**src/duplicate_address_resolver_macros.svh**
```systemverilog
// assertion macros for the duplicate address resolver
// used by the top level only; expects clk and arst_n in scope
`ifndef DUPLICATE_ADDRESS_RESOLVER_MACROS_SVH
`define DUPLICATE_ADDRESS_RESOLVER_MACROS_SVH

// property that holds at every clock edge outside reset
`define DAR_ASSERT_ALWAYS(label, expr, msg) \
	label: assert property (@(posedge clk) disable iff (!arst_n) (expr)) \
		else $error(msg);

// same-cycle implication
`define DAR_ASSERT_IMP(label, ante, cons, msg) \
	label: assert property (@(posedge clk) disable iff (!arst_n) (ante) |-> (cons)) \
		else $error(msg);

`endif

```
**src/dar_pkg.sv**
```systemverilog
// shared types, codes and constants of the duplicate address resolver
// no dependencies; used by the interfaces, the cells, the controller and the top level
`default_nettype none

package dar_pkg;

	localparam int MAX_NODES_DEF = 64;

	localparam int ADDR_W   = 16;
	localparam int MAC_W    = 48;
	localparam int MACX_W   = 49;
	localparam int STATUS_W = 2;
	localparam int IDXO_W   = 6;
	localparam int ENTRY_W  = 3 * ADDR_W + MAC_W;

	localparam int MIN_NODES = 2;
	localparam logic [ADDR_W-1:0] NO_ADDR = 16'hCCCC;

	// result status codes
	localparam logic [STATUS_W-1:0] STAT_OK     = 2'd0;
	localparam logic [STATUS_W-1:0] STAT_REPROG = 2'd1;
	localparam logic [STATUS_W-1:0] STAT_FEW    = 2'd2;
	localparam logic [STATUS_W-1:0] STAT_OVF    = 2'd3;

	// packet operations along the cell chain
	localparam logic [1:0] OP_FETCH = 2'd0;
	localparam logic [1:0] OP_ADDR  = 2'd1;
	localparam logic [1:0] OP_MAC   = 2'd2;

	typedef struct packed {
		logic [ADDR_W-1:0] na;
		logic [ADDR_W-1:0] ga;
		logic [ADDR_W-1:0] di;
		logic [MAC_W-1:0]  mac;
	} entry_t;

	typedef struct packed {
		logic [1:0]         op;
		logic               hit;
		logic [ENTRY_W-1:0] data;
	} pkt_body_t;

	typedef struct packed {
		logic      vld;
		pkt_body_t body;
	} pkt_t;

	// what one cell hands to the next
	typedef struct packed {
		logic filled;
		logic tok;
		pkt_t pkt;
	} link_t;

	// broadcast from the controller to every cell
	typedef struct packed {
		logic   load;
		logic   clear;
		logic   advance;
		entry_t entry;
	} cmd_t;

endpackage

`default_nettype wire

```
**src/dar_cell.sv**
```systemverilog
// one cell of the node chain: holds one node entry and forwards a packet per cycle
// depends on dar_pkg
`default_nettype none

module dar_cell (
	input  logic           clk,
	input  logic           arst_n,
	input  dar_pkg::cmd_t  cmd,
	input  dar_pkg::link_t prev,
	output dar_pkg::link_t link
);

	logic              filled_q;
	logic              tok_q;
	logic              vld_q;
	dar_pkg::entry_t   entry_q;
	dar_pkg::pkt_body_t body_q;
	dar_pkg::pkt_body_t body_nxt;

	// compare against the stored entry, the scan owner never compares
	always_comb begin
		body_nxt = prev.pkt.body;
		if (prev.pkt.vld) begin
			unique case (prev.pkt.body.op)
				dar_pkg::OP_FETCH: begin
					if (tok_q) begin
						body_nxt.data = entry_q;
					end
				end
				dar_pkg::OP_ADDR: begin
					if (filled_q && !tok_q &&
					    prev.pkt.body.data[dar_pkg::ADDR_W-1:0] == entry_q.na) begin
						body_nxt.hit = 1'b1;
					end
				end
				dar_pkg::OP_MAC: begin
					if (filled_q && !tok_q &&
					    prev.pkt.body.data[dar_pkg::MACX_W-1:0] == {1'b0, entry_q.mac}) begin
						body_nxt.hit = 1'b1;
					end
				end
				default: begin
				end
			endcase
		end
	end

	always_ff @(posedge clk or negedge arst_n) begin
		if (!arst_n) begin
			filled_q <= 1'b0;
			tok_q    <= 1'b0;
			vld_q    <= 1'b0;
		end else begin
			vld_q <= prev.pkt.vld;
			if (cmd.clear) begin
				filled_q <= 1'b0;
				tok_q    <= 1'b0;
			end else begin
				if (cmd.load && !filled_q && prev.filled) begin
					filled_q <= 1'b1;
				end
				if (cmd.advance) begin
					tok_q <= prev.tok;
				end
			end
		end
	end

	always_ff @(posedge clk) begin
		body_q <= body_nxt;
		if (cmd.load && !filled_q && prev.filled) begin
			entry_q <= cmd.entry;
		end
	end

	always_comb begin
		link.filled   = filled_q;
		link.tok      = tok_q;
		link.pkt.vld  = vld_q;
		link.pkt.body = body_q;
	end

endmodule

`default_nettype wire

```
**config.mk**
```make
export PLATFORM = sky130hd
export DESIGN_NAME = dar_cell
export DESIGN_NICKNAME = d
export VERILOG_FILES = /design/src/duplicate_address_resolver_macros.svh /design/src/dar_pkg.sv /design/src/dar_cell.sv
export SDC_FILE = /design/constraint.sdc
export NUM_CORES = 1
export LEC_CHECK = 0
export BUFFER_PORTS_ARGS = -buffer_cell sky130_fd_sc_hd__buf_2
export CAP_MARGIN = 25
export CORE_ASPECT_RATIO = 0.6
export CORE_MARGIN = 2
export CORE_UTILIZATION = 41
export CTS_CLUSTER_DIAMETER = 120
export DETAILED_ROUTE_END_ITERATION = 16
export GPL_TIMING_DRIVEN = 1
export PLACE_DENSITY = 0.71
export SLEW_MARGIN = 10
export SYNTH_ARGS = -nofsm -noshare
export SYNTH_HDL_FRONTEND = slang
export SYNTH_SLANG_ARGS = --single-unit
```
**constraint.sdc**
```tcl
create_clock -name clk -period 5.9 [get_ports clk]
set_input_delay 1.475 -clock clk [delete_from_list [all_inputs] [get_ports clk]]
set_output_delay 1.475 -clock clk [all_outputs]
set_load 0.05 [all_outputs]
```
# After elaboration in Yosys (flattened, before gate mapping)
# Index checks and enable logic that the tools add are counted.
word_totals:
  out_inout_bits: 102
  in_bits: 203
  reg_bits: 198
op_classes:
  muxes: 10
  reduce_logical: 10
  n_eq_ne: 4
ops:
  columns: ["op", "n"]
  rows:
  - ["two-way mux 96 bit", 2]
  - ["two-way mux 97 bit", 1]
  - ["== test 49 x 48 -> 1 bit", 1]
  - ["== test 16 bit", 1]
  - ["two-way mux 1 bit", 6]
  - ["logical AND 1 bit", 5]
  - ["nonzero test 2 bit", 2]
  - ["== test 2 x 1 -> 1 bit (second input constant)", 1]
  - ["== test 2 bit (second input constant)", 1]
  - ["logical NOT 1 bit", 2]
  - ["logical NOT 2 bit", 1]
  - ["case mux 1 bit (2 select lines)", 1]

# Logic depth before layout (Yosys ltp)
# Gate-level depths: netlist of the first run.
depth:
  word_depth: 6
  ltp_mapped: 7
  ltp_nobuf: 6

# Worst setup path before layout of the first run
# Ideal clock, no wire load.
synth_path:
  path_type: "input port to flip-flop"
  start: "in prev[101] (netlist bit)"
  end: "reg entry_q[0] (netlist bit) (enable)"
  slack_ns: -0.218
  required_ns: 5.346
  setup_time_ns: 0.554
  path_stages: 2
  arrival_ns: 5.564
  n_path_buf: 0
  cell_sequence: "nand2_1 > nor2_1"
synth_via:
  elab_chain_len: 1
synth_lines:
  columns: ["element", "line", "rtl"]
  rows:
  - ["start: declaration", "dar_cell.sv:9", "input dar_pkg::link_t prev,"]
  - ["logical AND 1 bit", "dar_cell.sv:71", "if (cmd.load && !filled_q && prev.filled) begin"]
  - ["end signal: assignment", "dar_cell.sv:72", "entry_q <= cmd.entry;"]
  - ["end: declaration", "dar_cell.sv:16", "dar_pkg::entry_t entry_q;"]
# Every way passes these cells.
# A chain may end at the register's enable or synchronous reset.

==> Flow_metrics.wiki, run 1 <==
{| class="wikitable"
! Metric !! Value
|-
| Final worst-path cycle share || roughly 50%
|-
| Antenna violations before repair || 1
|-
| Number of synthesized register bits || 198
|-
| Data required time of the worst path || slightly above 6000 ps
|-
| Clock sinks || 198
|-
| Worst-case register-to-register setup slack || approximately 3800 ps
|-
| Remaining number of nets flagged by the antenna check after routing || 0
|-
| Achievable clock frequency || ~330 MHz
|-
| Power density over the cells || 329.4 nW/µm²
|-
| Setup repair after global routing missed its margin || false
|-
| Input/output buffers || 304
|-
| Total wire length after detailed routing || between 15000 and 20000 µm
|-
| Flip-flop cell with the highest count after synthesis || sky130_fd_sc_hd__dfxtp_1
|-
| Data arrival at the endpoint of the critical path || 3350 ps
|-
| CTS Root Buffer Type || sky130_fd_sc_hd__clkbuf_16
|-
| I/O pin count || 305
|-
| Most frequent cells in the layout || sky130_fd_sc_hd__buf_2, sky130_fd_sc_hd__dfxtp_1, sky130_fd_sc_hd__edfxtp_1
|-
| Final slew viol count || 0
|-
| Final core occ || 56.57%
|-
| Setup Skew || 12.24 ps
|-
| Final setup violation count || 0
|-
| CTS tree || built
|-
| Synth-to-layout area growth || 34.28%
|-
| FFs w/ async S/R, synth || roughly 1.5%
|-
| Clock buffer count from CTS || 17
|-
| Run status || finished, final reports clean
|-
| Final HPWL DP || approximately 13000 µm
|-
| Setup Buffers After CTS || 0
|-
| Post-detailed-route DRC marker count || 0
|-
| DRT Pass-1 Iters || 4
|-
| Count of max-cap constraint violations || 0
|-
| Synthesized area || 6888 µm²
|-
| Avg Inst Size Synth || 16.72 µm²
|-
| Type of the tightest min-delay check || register to register
|-
| First-pass GRT wire length || 24920 µm
|-
| Most common cell after layout, fill and taps aside || sky130_fd_sc_hd__buf_2
|-
| Buffer levels on the longest clock path || 2
|-
| Number of gates resized after cts || 0
|-
| LEAKAGE || 0.003945 µW
|-
| Die area || 17890 µm²
|-
| Fraction of final layout cells sized beyond drive strength 1 || 58.73%
|-
| Maximum number of pins on one net before global-route repair || 52
|-
| Actual transition at the worst max-transition pin || 692.7 ps
|-
| Final period demand of the worst path || between 3000 and 4000 ps
|-
| Source-to-sink clock delay at the later pin of the worst-skew pair || 420 ps
|-
| Routed vias || about 4400
|-
| Average wire length per cell after detail routing || 17.35 µm
|-
| Last weighted congestion value of the routability-driven placer || ~0.83
|-
| H-tree levels || 4
|-
| Final number of hold-violating endpoints || 0
|-
| Via count of the first global-routing pass || 4628
|-
| Ordered cell list for the critical path || buf_2 > inv_1 > ha_1 > nand3_4 > buf_4 > mux2_2
|-
| Max incr delay on CP || about 550 ps
|-
| Std-Cell Rows || 36
|-
| Clock transition at the registers of the reported paths || approximately 80 ps
|-
| Number of enable-type register cells in the synthesized netlist || 96
|-
| Worst setup EP type || register
|-
| Sum Neg Setup Slack || 0 ps
|-
| CP bufs+invs || 3
|-
| Portion of the post-synthesis area used by sequential elements || 71.72%
|-
| Starting density of the core || 42.13%
|-
| Number of vias per cell after detailed routing || 4.543
|-
| Maximum net fanout on the critical path || 48
|-
| Nets in the synthesized netlist || between 600 and 700
|-
| Starting DRC count in detailed routing || 278
|-
| Global-route congestion overflow total || 0
|-
| Maximum resistive drop on vdd || 0.0001434 V
|-
| Synthesized instance count || between 400 and 500
|-
| Number of buffers added to fix hold violations after cts || 0
|-
| Number of warning messages in the yosys log || 0
|-
| Die boundary width || approximately 170 µm
|-
| GR Util All Layers || 18.72%
|-
| Type of the worst setup path || input port to register
|-
| Worst rel slew slack || a little over half
|-
| Critical Path Source Type || input port
|-
| Die H || 104.4 µm
|-
| CP max stage cell || sky130_fd_sc_hd__buf_4
|-
| CP top delay family || buffers and inverters
|-
| Net count reported at finish || 931
|-
| Unique cell type count in the Yosys netlist || 27
|-
| Placeable Area || 16350 µm²
|}
[metal layers]
metal	wire, µm	up-vias	share of wire, %	GRT usage, %
met5	0	-	0	0
met4	163	0	0.97	5.811
met2	7946	177	47	30.53
li1	-	2122	-	-
met1	7282	2083	43	23.22
met3	1405	16	8.4	6.735
[through the flow]
stage          hold WS (ps)  area [µm²]  setup WS (ps)  std cells  power [µW]
3_3_place_gp          451.5        8667           2452        935        1939
4_1_cts               468.2        9246           2853        967        3075
5_1_grt               486.5        9246           2751        967        3155
3_5_place_dp          457.8        8667           2405        935        1947
6_report              466.9        9249           2866        968        3047
2_1_floorplan         449.4        6890           1454        412        1800
[synthesized netlist by cell type, types with 2 or more instances]
cell	number	area (µm²)
sky130_fd_sc_hd__xor2_1	32	280.3
sky130_fd_sc_hd__ha_1	2	25.02
sky130_fd_sc_hd__buf_2	10	50.05
sky130_fd_sc_hd__xnor2_1	29	254.0
sky130_fd_sc_hd__nor4_1	9	56.30
sky130_fd_sc_hd__dfrtp_1	3	75.07
sky130_fd_sc_hd__o21ai_0	2	10.01
sky130_fd_sc_hd__dfxtp_1	99	1982
sky130_fd_sc_hd__mux2_2	94	1059
sky130_fd_sc_hd__nor2_1	4	15.01
sky130_fd_sc_hd__nand4_1	9	56.30
sky130_fd_sc_hd__nand2_1	3	11.26
sky130_fd_sc_hd__inv_1	5	18.77
sky130_fd_sc_hd__buf_4	3	22.52
sky130_fd_sc_hd__edfxtp_1	96	2883
[flip-flops by register name (all words and copies together), names as in the netlist]
register  flops
entry_q      96
filled_q      1
link         99
tok_q         1
vld_q         1
[final timing paths]
check,startpoint,endpoint,depth (start not counted)
worst max-delay path,prev[97],link[55],6
max in group asynchronous,arst_n,filled_q,1
worst max register to register,filled_q,entry_q[12],3
worst min-delay path,entry_q[76],link[76],1
worst min register to register,entry_q[76],link[76],1
min in group asynchronous,arst_n,vld_q,1
[kinds of logic (layout without fill, tap and decap cells)]
logic type	Yosys count	after routing	share of synthesized area, %
compound gates	8	8	0.7631
xor+xnor	61	61	7.757
fa+ha+maj	2	2	0.3632
buf+inv	18	345	1.326
flops	198	198	71.72
mux	95	95	15.51
other cells	0	1	0
simple gates	30	30	2.561
[layout make-up]
| type | count | area [µm²] |
|---|---|---|
| fillers | 1372 | 7102 |
| flip-flops and latches | 198 | 4940 |
| multi-input cells | 196 | 1872 |
| repair buffers | 308 | 1551 |
| clock buffers | 19 | 432.9 |
| well taps | 228 | 285.3 |
| clock inverters | 13 | 146.4 |
| inverters | 5 | 18.77 |
| diodes | 1 | 2.502 |
[power breakdown]
part	switching, µW	total [µW]	internal, µW
sequential	25.8	1540	1520
combinational	243	371	128
clock	536	1130	598
Power figures use the tool's default switching activity.
==> run 2, diff against run 1 <==
--- a/config.mk
+++ b/config.mk
@@ -13,7 +13,7 @@
 export CTS_CLUSTER_DIAMETER = 120
 export DETAILED_ROUTE_END_ITERATION = 16
 export GPL_TIMING_DRIVEN = 1
-export PLACE_DENSITY = 0.71
+export PLACE_DENSITY = 0.74
 export SLEW_MARGIN = 10
 export SYNTH_ARGS = -nofsm -noshare
 export SYNTH_HDL_FRONTEND = slang
==> constraint.sdc (replaced) <==
create_clock -name clk -period 2.5 [get_ports clk]
set_input_delay 0.625 -clock clk [delete_from_list [all_inputs] [get_ports clk]]
set_output_delay 0.625 -clock clk [all_outputs]
set_load 0.05 [all_outputs]
==> Flow_metrics.wiki, run 2 (same netlist as run 1, synthesis figures left out) <==
{| class="wikitable"
! Metric !! Value
|-
| I/O pin count || 305 (unchanged)
|-
| Power share of the clock group || 36.1% (was 37.2%)
|-
| Achievable clock frequency || 542.7 MHz
|-
| Total wire length after detailed routing || 16510 µm (was 16800 µm)
|-
| Sequential fraction of design power || 51.4% (was 50.6%)
|-
| Die boundary width || 171.3 µm (unchanged)
|-
| Ordered cell list for the critical path || xnor2_1 > nand4_1 > nor4_1 > buf_4 > nand4_1 > o31ai_1 (was buf_2 > inv_1 > ha_1 > nand3_4 > buf_4 > mux2_2)
|-
| Die area || 17890 µm² (unchanged)
|-
| Buffer levels on the longest clock path || 2 (unchanged)
|-
| Number of buffers added to fix hold violations after cts || 1 (was 0)
|-
| Worst hold-check slack || 317.2 ps (was 466.9 ps)
|-
| Post-detailed-route DRC marker count || 0 (unchanged)
|-
| Clock sinks || 198 (unchanged)
|-
| Maximum number of pins on one net before global-route repair || 70 (was 52)
|-
| Type of the tightest min-delay check || input port to register (was register to register)
|-
| Clock transition at the registers of the reported paths || 70 ps (was 80 ps)
|-
| Global-route congestion overflow total || 0 (unchanged)
|-
| CP bufs+invs || 1 (was 3)
|-
| DRT Pass-1 Iters || 4 (unchanged)
|-
| Worst rel slew slack || 57.45% (was 53.82%)
|-
| Number of vias per cell after detailed routing || 4.555 (was 4.543)
|-
| Final number of hold-violating endpoints || 0 (unchanged)
|-
| Most frequent cells in the layout || sky130_fd_sc_hd__buf_2, sky130_fd_sc_hd__dfxtp_1, sky130_fd_sc_hd__edfxtp_1 (unchanged)
|-
| Hold Crit Endpoint || link[97] (was link[76])
|-
| Net count reported at finish || 934 (was 931)
|-
| Cell repeated most along the worst path || sky130_fd_sc_hd__nand4_1
|-
| Internal cell power || 5215 µW (was 2242 µW)
|-
| Final slew viol count || 0 (unchanged)
|-
| Critical Path Stages || 6 (unchanged)
|-
| Final HPWL DP || 12600 µm (was 12820 µm)
|-
| Data required time of the worst path || 2820 ps (was 6210 ps)
|-
| CTS tree || built (unchanged)
|-
| N_diodes || 0 (was 1)
|-
| Source-to-sink clock delay at the later pin of the worst-skew pair || 420 ps (about the same)
|-
| Depth of the worst hold-timing path || 1 (unchanged)
|-
| GR Util All Layers || 18.22% (was 18.72%)
|-
| Most common cell after layout, fill and taps aside || sky130_fd_sc_hd__buf_2 (unchanged)
|-
| Fraction of final layout cells sized beyond drive strength 1 || 59.03% (was 58.73%)
|-
| Count of max-cap constraint violations || 0 (unchanged)
|-
| Antenna violations before repair || 2 (was 1)
|-
| Setup Skew || 12.90 ps (was 12.24 ps)
|-
| Max reg flops || 99 (unchanged)
|-
| Data arrival at the endpoint of the critical path || 2170 ps (was 3350 ps)
|-
| H-tree levels || 4 (unchanged)
|-
| Remaining number of nets flagged by the antenna check after routing || 0 (unchanged)
|-
| Actual transition at the worst max-transition pin || 638.3 ps (was 692.7 ps)
|-
| CP top delay family || simple AND/OR/NAND/NOR gates (was buffers and inverters)
|-
| Hold path startpoint || prev[97] (was entry_q[76])
|-
| Maximum resistive drop on vdd || 0.0004030 V (was 0.0001434 V)
|-
| CP max stage cell || sky130_fd_sc_hd__nor4_1 (was sky130_fd_sc_hd__buf_4)
|-
| Critical path startpoint || entry_q[37] (was prev[97])
|-
| Setup Buffers After CTS || 0 (unchanged)
|-
| Std-Cell Rows || 36 (unchanged)
|-
| Final worst-path cycle share || 73.71%
|-
| Power density over the cells || 762.4 nW/µm² (was 329.4 nW/µm²)
|-
| Combinational share of power || 12.5% (was 12.2%)
|-
| CTS Root Buffer Type || sky130_fd_sc_hd__clkbuf_16 (unchanged)
|-
| Die H || 104.4 µm (unchanged)
|-
| Switching power of the nets || 1868 µW (was 805.2 µW)
|-
| Final setup violation count || 0 (unchanged)
|-
| Critical R2R Capture || link[96] (was entry_q[12])
|-
| Critical Path Source Type || register (was input port)
|-
| Clock buffer count from CTS || 17 (unchanged)
|-
| Starting DRC count in detailed routing || 243 (was 278)
|-
| Synth-to-layout area growth || 34.88% (was 34.28%)
|-
| Via count of the first global-routing pass || 4662 (was 4628)
|-
| Worst setup EP type || register (unchanged)
|-
| Total chip power || 7083 µW (was 3047 µW)
|-
| Setup repair after global routing missed its margin || false (unchanged)
|-
| LEAKAGE || 0.003971 µW (was 0.003945 µW)
|-
| Max incr delay on CP || 470 ps (was 550 ps)
|-
| Worst-case register-to-register setup slack || 660 ps (was 3750 ps)
|-
| Switching share of power || 26.37% (was 26.42%)
|-
| Starting density of the core || 42.13% (unchanged)
|-
| Last weighted congestion value of the routability-driven placer || 0.8243 (was 0.8326)
|-
| Type of the worst setup path || register to register (was input port to register)
|-
| Run status || finished, final reports clean (unchanged)
|-
| Final period demand of the worst path || 1843 ps
|-
| Number of gates resized after cts || 0 (unchanged)
|-
| First-pass GRT wire length || 24530 µm (was 24920 µm)
|-
| Depth of the worst register-to-register path || 6 (was 3)
|-
| Worst r2r src || entry_q[37] (was filled_q)
|-
| Placeable Area || 16350 µm² (unchanged)
|-
| Routed vias || 4418 (was 4398)
|-
| Average wire length per cell after detail routing || 17.02 µm (was 17.35 µm)
|-
| Maximum net fanout on the critical path || 2 (was 48)
|-
| Input/output buffers || 304 (unchanged)
|}
-- run 2: worst max path at each step --
stage | slack (ps) | endpoint
floorplan | -4 | entry_q[0]
global placement | 310 | link[96]
detailed placement | 230 | link[96]
CTS | 560 | link[96]
global route | 460 | link[96]
finish | 660 | link[96]
-- run 2: per-layer routing --
layer | vias up | wire, µm | global-route usage, %
met1 | 2082 | 7170 | 22.42
met2 | 180 | 7587 | 29.29
met4 | 2 | 280 | 6.416
met3 | 26 | 1453 | 6.925
li1 | 2128 | - | -
met5 | - | 13 | 0
-- run 2: layout make-up --
type,count,area (µm²)
well taps,228,285.3
multi-input cells,196,1888
fillers,1343,7061
inverters,5,18.77
clock buffers,18,439.2
repair buffers,311,1602
clock inverters,14,117.6
flip-flops and latches,198,4940
-- run 2: stage by stage --
| stage | setup slack [ps] | util (%) | area (µm²) | TNS, ps | instances |
|---|---|---|---|---|---|
| after floorplan | -4.161 | - | 6912 | -399.5 | 412 |
| after global placement | 305.1 | 53.35 | 8723 | 0 | 937 |
| after detailed placement | 233.3 | 53.35 | 8723 | 0 | 937 |
| after CTS | 556.3 | 56.82 | 9290 | 0 | 970 |
| after global routing | 463.0 | 56.82 | 9290 | 0 | 970 |
| final | 657.3 | 56.82 | 9290 | 0 | 970 |
-- run 2: power groups by stage --
stage	registers (µW)	logic [µW]	clock network [µW]
floorplan	4040	209	0
global placement	3710	874	0
detailed placement	3710	888	0
CTS	3640	892	2620
global route	3650	938	2750
finish	3640	885	2560
-- run 2: worst register-to-register path: cells and delay by family (launching register included) --
| family | cells | cell delay, ps |
|---|---|---|
| AND/OR/NAND/NOR | 3 | 690 |
| XOR/XNOR | 1 | 180 |
| AO/OA/AOI/OAI | 1 | 260 |
| buffers and inverters | 1 | 200 |
| flip-flops | 1 | 410 |
==> run 3, diff against run 2 <==
--- a/config.mk
+++ b/config.mk
@@ -5,6 +5,7 @@
 export SDC_FILE = /design/constraint.sdc
 export NUM_CORES = 1
 export LEC_CHECK = 0
+export ABC_AREA = 1
 export BUFFER_PORTS_ARGS = -buffer_cell sky130_fd_sc_hd__buf_2
 export CAP_MARGIN = 25
 export CORE_ASPECT_RATIO = 0.6
@@ -13,7 +14,7 @@
 export CTS_CLUSTER_DIAMETER = 120
 export DETAILED_ROUTE_END_ITERATION = 16
 export GPL_TIMING_DRIVEN = 1
-export PLACE_DENSITY = 0.74
+export PLACE_DENSITY = 0.7
 export SLEW_MARGIN = 10
 export SYNTH_ARGS = -nofsm -noshare
 export SYNTH_HDL_FRONTEND = slang
==> constraint.sdc (replaced) <==
create_clock -name clk -period 1.86 [get_ports clk]
set_input_delay 0.465 -clock clk [delete_from_list [all_inputs] [get_ports clk]]
set_output_delay 0.465 -clock clk [all_outputs]
set_load 0.05 [all_outputs]
==> Flow_metrics.wiki, run 3 <==
{| class="wikitable"
! Metric !! Value
|-
| GR Util All Layers || 19.60% (was 18.22%)
|-
| Maximum number of pins on one net before global-route repair || 43 (was 70)
|-
| Achievable clock frequency || about 610 MHz
|-
| Power density over the cells || 1003 nW/µm² (was 762.4 nW/µm²)
|-
| Data required time of the worst path || 1390 ps (was 2820 ps)
|-
| Data arrival at the endpoint of the critical path || 1180 ps (was 2170 ps)
|-
| Actual transition at the worst max-transition pin || 415.3 ps (was 638.3 ps)
|-
| Worst setup EP type || output port (was register)
|-
| Fraction of final layout cells sized beyond drive strength 1 || 41.61% (was 59.03%)
|-
| Sum Neg Setup Slack || 0 ps (unchanged)
|-
| Maximum resistive drop on vdd || 0.0006212 V (was 0.0004030 V)
|-
| Via count of the first global-routing pass || 5309 (was 4662)
|-
| Most frequently used cell type in the post-synthesis netlist || sky130_fd_sc_hd__nand2_1 (was sky130_fd_sc_hd__dfxtp_1)
|-
| Remaining number of nets flagged by the antenna check after routing || 0 (unchanged)
|-
| CP max stage cell || sky130_fd_sc_hd__dfrtp_1 (was sky130_fd_sc_hd__nor4_1)
|-
| Number of enable-type register cells in the synthesized netlist || 96 (unchanged)
|-
| Critical Path Source Type || register (unchanged)
|-
| Global-route congestion overflow total || 0 (unchanged)
|-
| Final number of hold-violating endpoints || 0 (unchanged)
|-
| Clock sinks || 198 (unchanged)
|-
| Total wire length after detailed routing || 18680 µm (was 16510 µm)
|-
| H-tree levels || 4 (unchanged)
|-
| Area post-placement || 9271 µm² (was 8723 µm²)
|-
| DRT Pass-1 Iters || 8 (was 4)
|-
| Synthesized instance count || 640 (was 412)
|-
| Synth-to-layout area growth || 33.34% (was 34.88%)
|-
| Setup repair after global routing missed its margin || false (unchanged)
|-
| Avg Inst Size Synth || 11.57 µm² (was 16.72 µm²)
|-
| Die boundary width || 177.5 µm (was 171.3 µm)
|-
| Synthesized area || 7405 µm² (was 6888 µm²)
|-
| FFs w/ async S/R, synth || 1.515% (unchanged)
|-
| Buffer levels on the longest clock path || 2 (unchanged)
|-
| Max incr delay on CP || 440 ps (was 470 ps)
|-
| Final HPWL DP || 14400 µm (was 12600 µm)
|-
| Cell count after placement || 1173 (was 937)
|-
| CP bufs+invs || 1 (unchanged)
|-
| Die H || 108.1 µm (was 104.4 µm)
|-
| Last weighted congestion value of the routability-driven placer || 0.7757 (was 0.8243)
|-
| I/O pin count || 305 (unchanged)
|-
| CP top delay family || flip-flops (was simple AND/OR/NAND/NOR gates)
|-
| Net count reported at finish || 1158 (was 934)
|-
| First-pass GRT wire length || 27500 µm (was 24530 µm)
|-
| Nets in the synthesized netlist || 845 (was 617)
|-
| CTS Root Buffer Type || sky130_fd_sc_hd__clkbuf_16 (unchanged)
|-
| Final slew viol count || 0 (unchanged)
|-
| Type of the worst setup path || register to output port (was register to register)
|-
| Ranking of synthesized cells by area || sky130_fd_sc_hd__edfxtp_1, sky130_fd_sc_hd__dfxtp_1, sky130_fd_sc_hd__nand2_1, sky130_fd_sc_hd__mux2_4, sky130_fd_sc_hd__inv_1 (was sky130_fd_sc_hd__edfxtp_1, sky130_fd_sc_hd__dfxtp_1, sky130_fd_sc_hd__mux2_2, sky130_fd_sc_hd__xor2_1, sky130_fd_sc_hd__xnor2_1)
|-
| Source-to-sink clock delay at the later pin of the worst-skew pair || 440 ps (was 420 ps)
|-
| Post-detailed-route DRC marker count || 0 (unchanged)
|-
| Clock transition at the registers of the reported paths || 70 ps (about the same)
|-
| Routed vias || 5347 (was 4418)
|-
| Clock buffer count from CTS || 17 (unchanged)
|-
| Number of vias per cell after detailed routing || 4.430 (was 4.555)
|-
| Final setup violation count || 0 (unchanged)
|-
| Starting DRC count in detailed routing || 270 (was 243)
|-
| Final period demand of the worst path || 1640 ps
|-
| Placeable Area || 17880 µm² (was 16350 µm²)
|-
| LEAKAGE || 0.004869 µW (was 0.003971 µW)
|-
| Maximum net fanout on the critical path || 4 (was 2)
|-
| Setup Skew || 8.612 ps (was 12.90 ps)
|-
| Worst hold-check slack || 151.9 ps (was 317.2 ps)
|-
| Max reg flops || 99 (unchanged)
|-
| Proportion of netlist area held by the largest area contributor || 38.93% (was 41.85%)
|-
| Number of synthesized register bits || 198 (unchanged)
|-
| CTS tree || built (unchanged)
|-
| Fillers || 1607 (was 1343)
|-
| Antenna violations before repair || 3 (was 2)
|-
| Starting density of the core || 41.42% (was 42.13%)
|-
| Synth area leader || sky130_fd_sc_hd__edfxtp_1 (unchanged)
|-
| Average wire length per cell after detail routing || 15.47 µm (was 17.02 µm)
|-
| Input/output buffers || 304 (unchanged)
|-
| Unique cell type count in the Yosys netlist || 21 (was 27)
|-
| Type of the tightest min-delay check || input port to register (unchanged)
|-
| Post-route standard cell area excluding fillers || 9873 µm² (was 9290 µm²)
|-
| Die area || 19190 µm² (was 17890 µm²)
|-
| Worst rel slew slack || 72.22% (was 57.45%)
|-
| Most common cell after layout, fill and taps aside || sky130_fd_sc_hd__buf_2 (unchanged)
|-
| Portion of the post-synthesis area used by sequential elements || 66.71% (was 71.72%)
|-
| Std-Cell Rows || 38 (was 36)
|-
| Most frequent cells in the layout || sky130_fd_sc_hd__buf_2, sky130_fd_sc_hd__nand2_1, sky130_fd_sc_hd__dfxtp_1 (was sky130_fd_sc_hd__buf_2, sky130_fd_sc_hd__dfxtp_1, sky130_fd_sc_hd__edfxtp_1)
|-
| Count of max-cap constraint violations || 0 (unchanged)
|-
| Final standard cell count with taps included and fillers excluded || 1207 (was 970)
|-
| Ordered cell list for the critical path || buf_2 (was xnor2_1 > nand4_1 > nor4_1 > buf_4 > nand4_1 > o31ai_1)
|-
| Number of warning messages in the yosys log || 0 (unchanged)
|-
| Run status || finished, final reports clean (unchanged)
|-
| Final worst-path cycle share || 88.20%
|-
| Flip-flop cell with the highest count after synthesis || sky130_fd_sc_hd__dfxtp_1 (unchanged)
|-
| Setup Buffers After CTS || 0 (unchanged)
|-
| Ranking of synthesized cells by instance count || sky130_fd_sc_hd__nand2_1, sky130_fd_sc_hd__dfxtp_1, sky130_fd_sc_hd__edfxtp_1 (was sky130_fd_sc_hd__dfxtp_1, sky130_fd_sc_hd__edfxtp_1, sky130_fd_sc_hd__mux2_2)
|}
-- run 3: changes by cell type after synthesis, sizes merged, moves of 5 or more --
cell / before / now
a21oi: 1 / 8
xnor2: 29 / 6
nor2: 4 / 48
mux2: 94 / 54
nand4: 9 / 0
nand2: 3 / 163
inv: 5 / 77
o21ai: 2 / 40
nor4: 9 / 0
xor2: 32 / 18
clkbuf: 0 / 5
-- run 3: per-layer routing --
metal,wire length [µm],GRT usage [%],vias up
met5,7,0,-
met4,223,5.972,2
met3,1650,7.771,18
met2,8618,31.67,187
met1,8177,24.32,2451
li1,-,-,2689
-- run 3: through the flow --
stage,setup slack (ps),power [µW],util (%)
floorplan,-487.4,5805,-
global placement,152.0,6285,51.86
detailed placement,113.4,6313,51.86
CTS,199.9,10000,55.21
global route,146.6,10280,55.21
finish,219.5,9906,55.23
-- run 3: what timing repair did --
action | in CTS | in global routing
gates resized for setup | 0 | 0
hold buffers | 1 | 0
hold endpoints to repair | 3 | 0
-- run 3: area by class of cell --
class	count	area (µm²)	share of cell area, %
tap	240	300.3	3.041
clock buffer	18	439.2	4.448
sequential	198	4940	50.03
multi-input combinational	347	2093	21.20
timing repair buffer	312	1659	16.80
antenna	1	2.502	0.02535
inverter	77	289.0	2.927
clock inverter	14	150.1	1.521
-- run 3: final timing paths --
kind / end / depth (start not counted) / startpoint / slack, ps
worst max-delay path: link[100] / 1 / tok_q / 220
worst min-delay path: link[97] / 1 / prev[97] / 150
worst max register to register: link[96] / 8 / entry_q[85] / 390
worst min register to register: link[62] / 1 / entry_q[62] / 470
max in group asynchronous: tok_q / 2 / arst_n / 1390
min in group asynchronous: filled_q / 2 / arst_n / 370
-- run 3: kinds of logic after synthesis --
family	Yosys count	synth area share (%)
buffers and inverters	95	5.509
AOI/OAI and AO/OA	52	3.599
adders and majority gates	2	0.3379
and+or+nand+nor	215	10.97
DFF	198	66.71
xor gates and xnor gates	24	2.839
muxes	54	10.04
-- run 3: where the power goes --
| group | total, µW | switching (µW) | leakage (µW) | internal, µW |
|---|---|---|---|---|
| combinational | 1320 | 882 | 0.00282 | 439 |
| sequential | 4890 | 76.1 | 0.00177 | 4810 |
| clock | 3690 | 1660 | 0.000283 | 2030 |
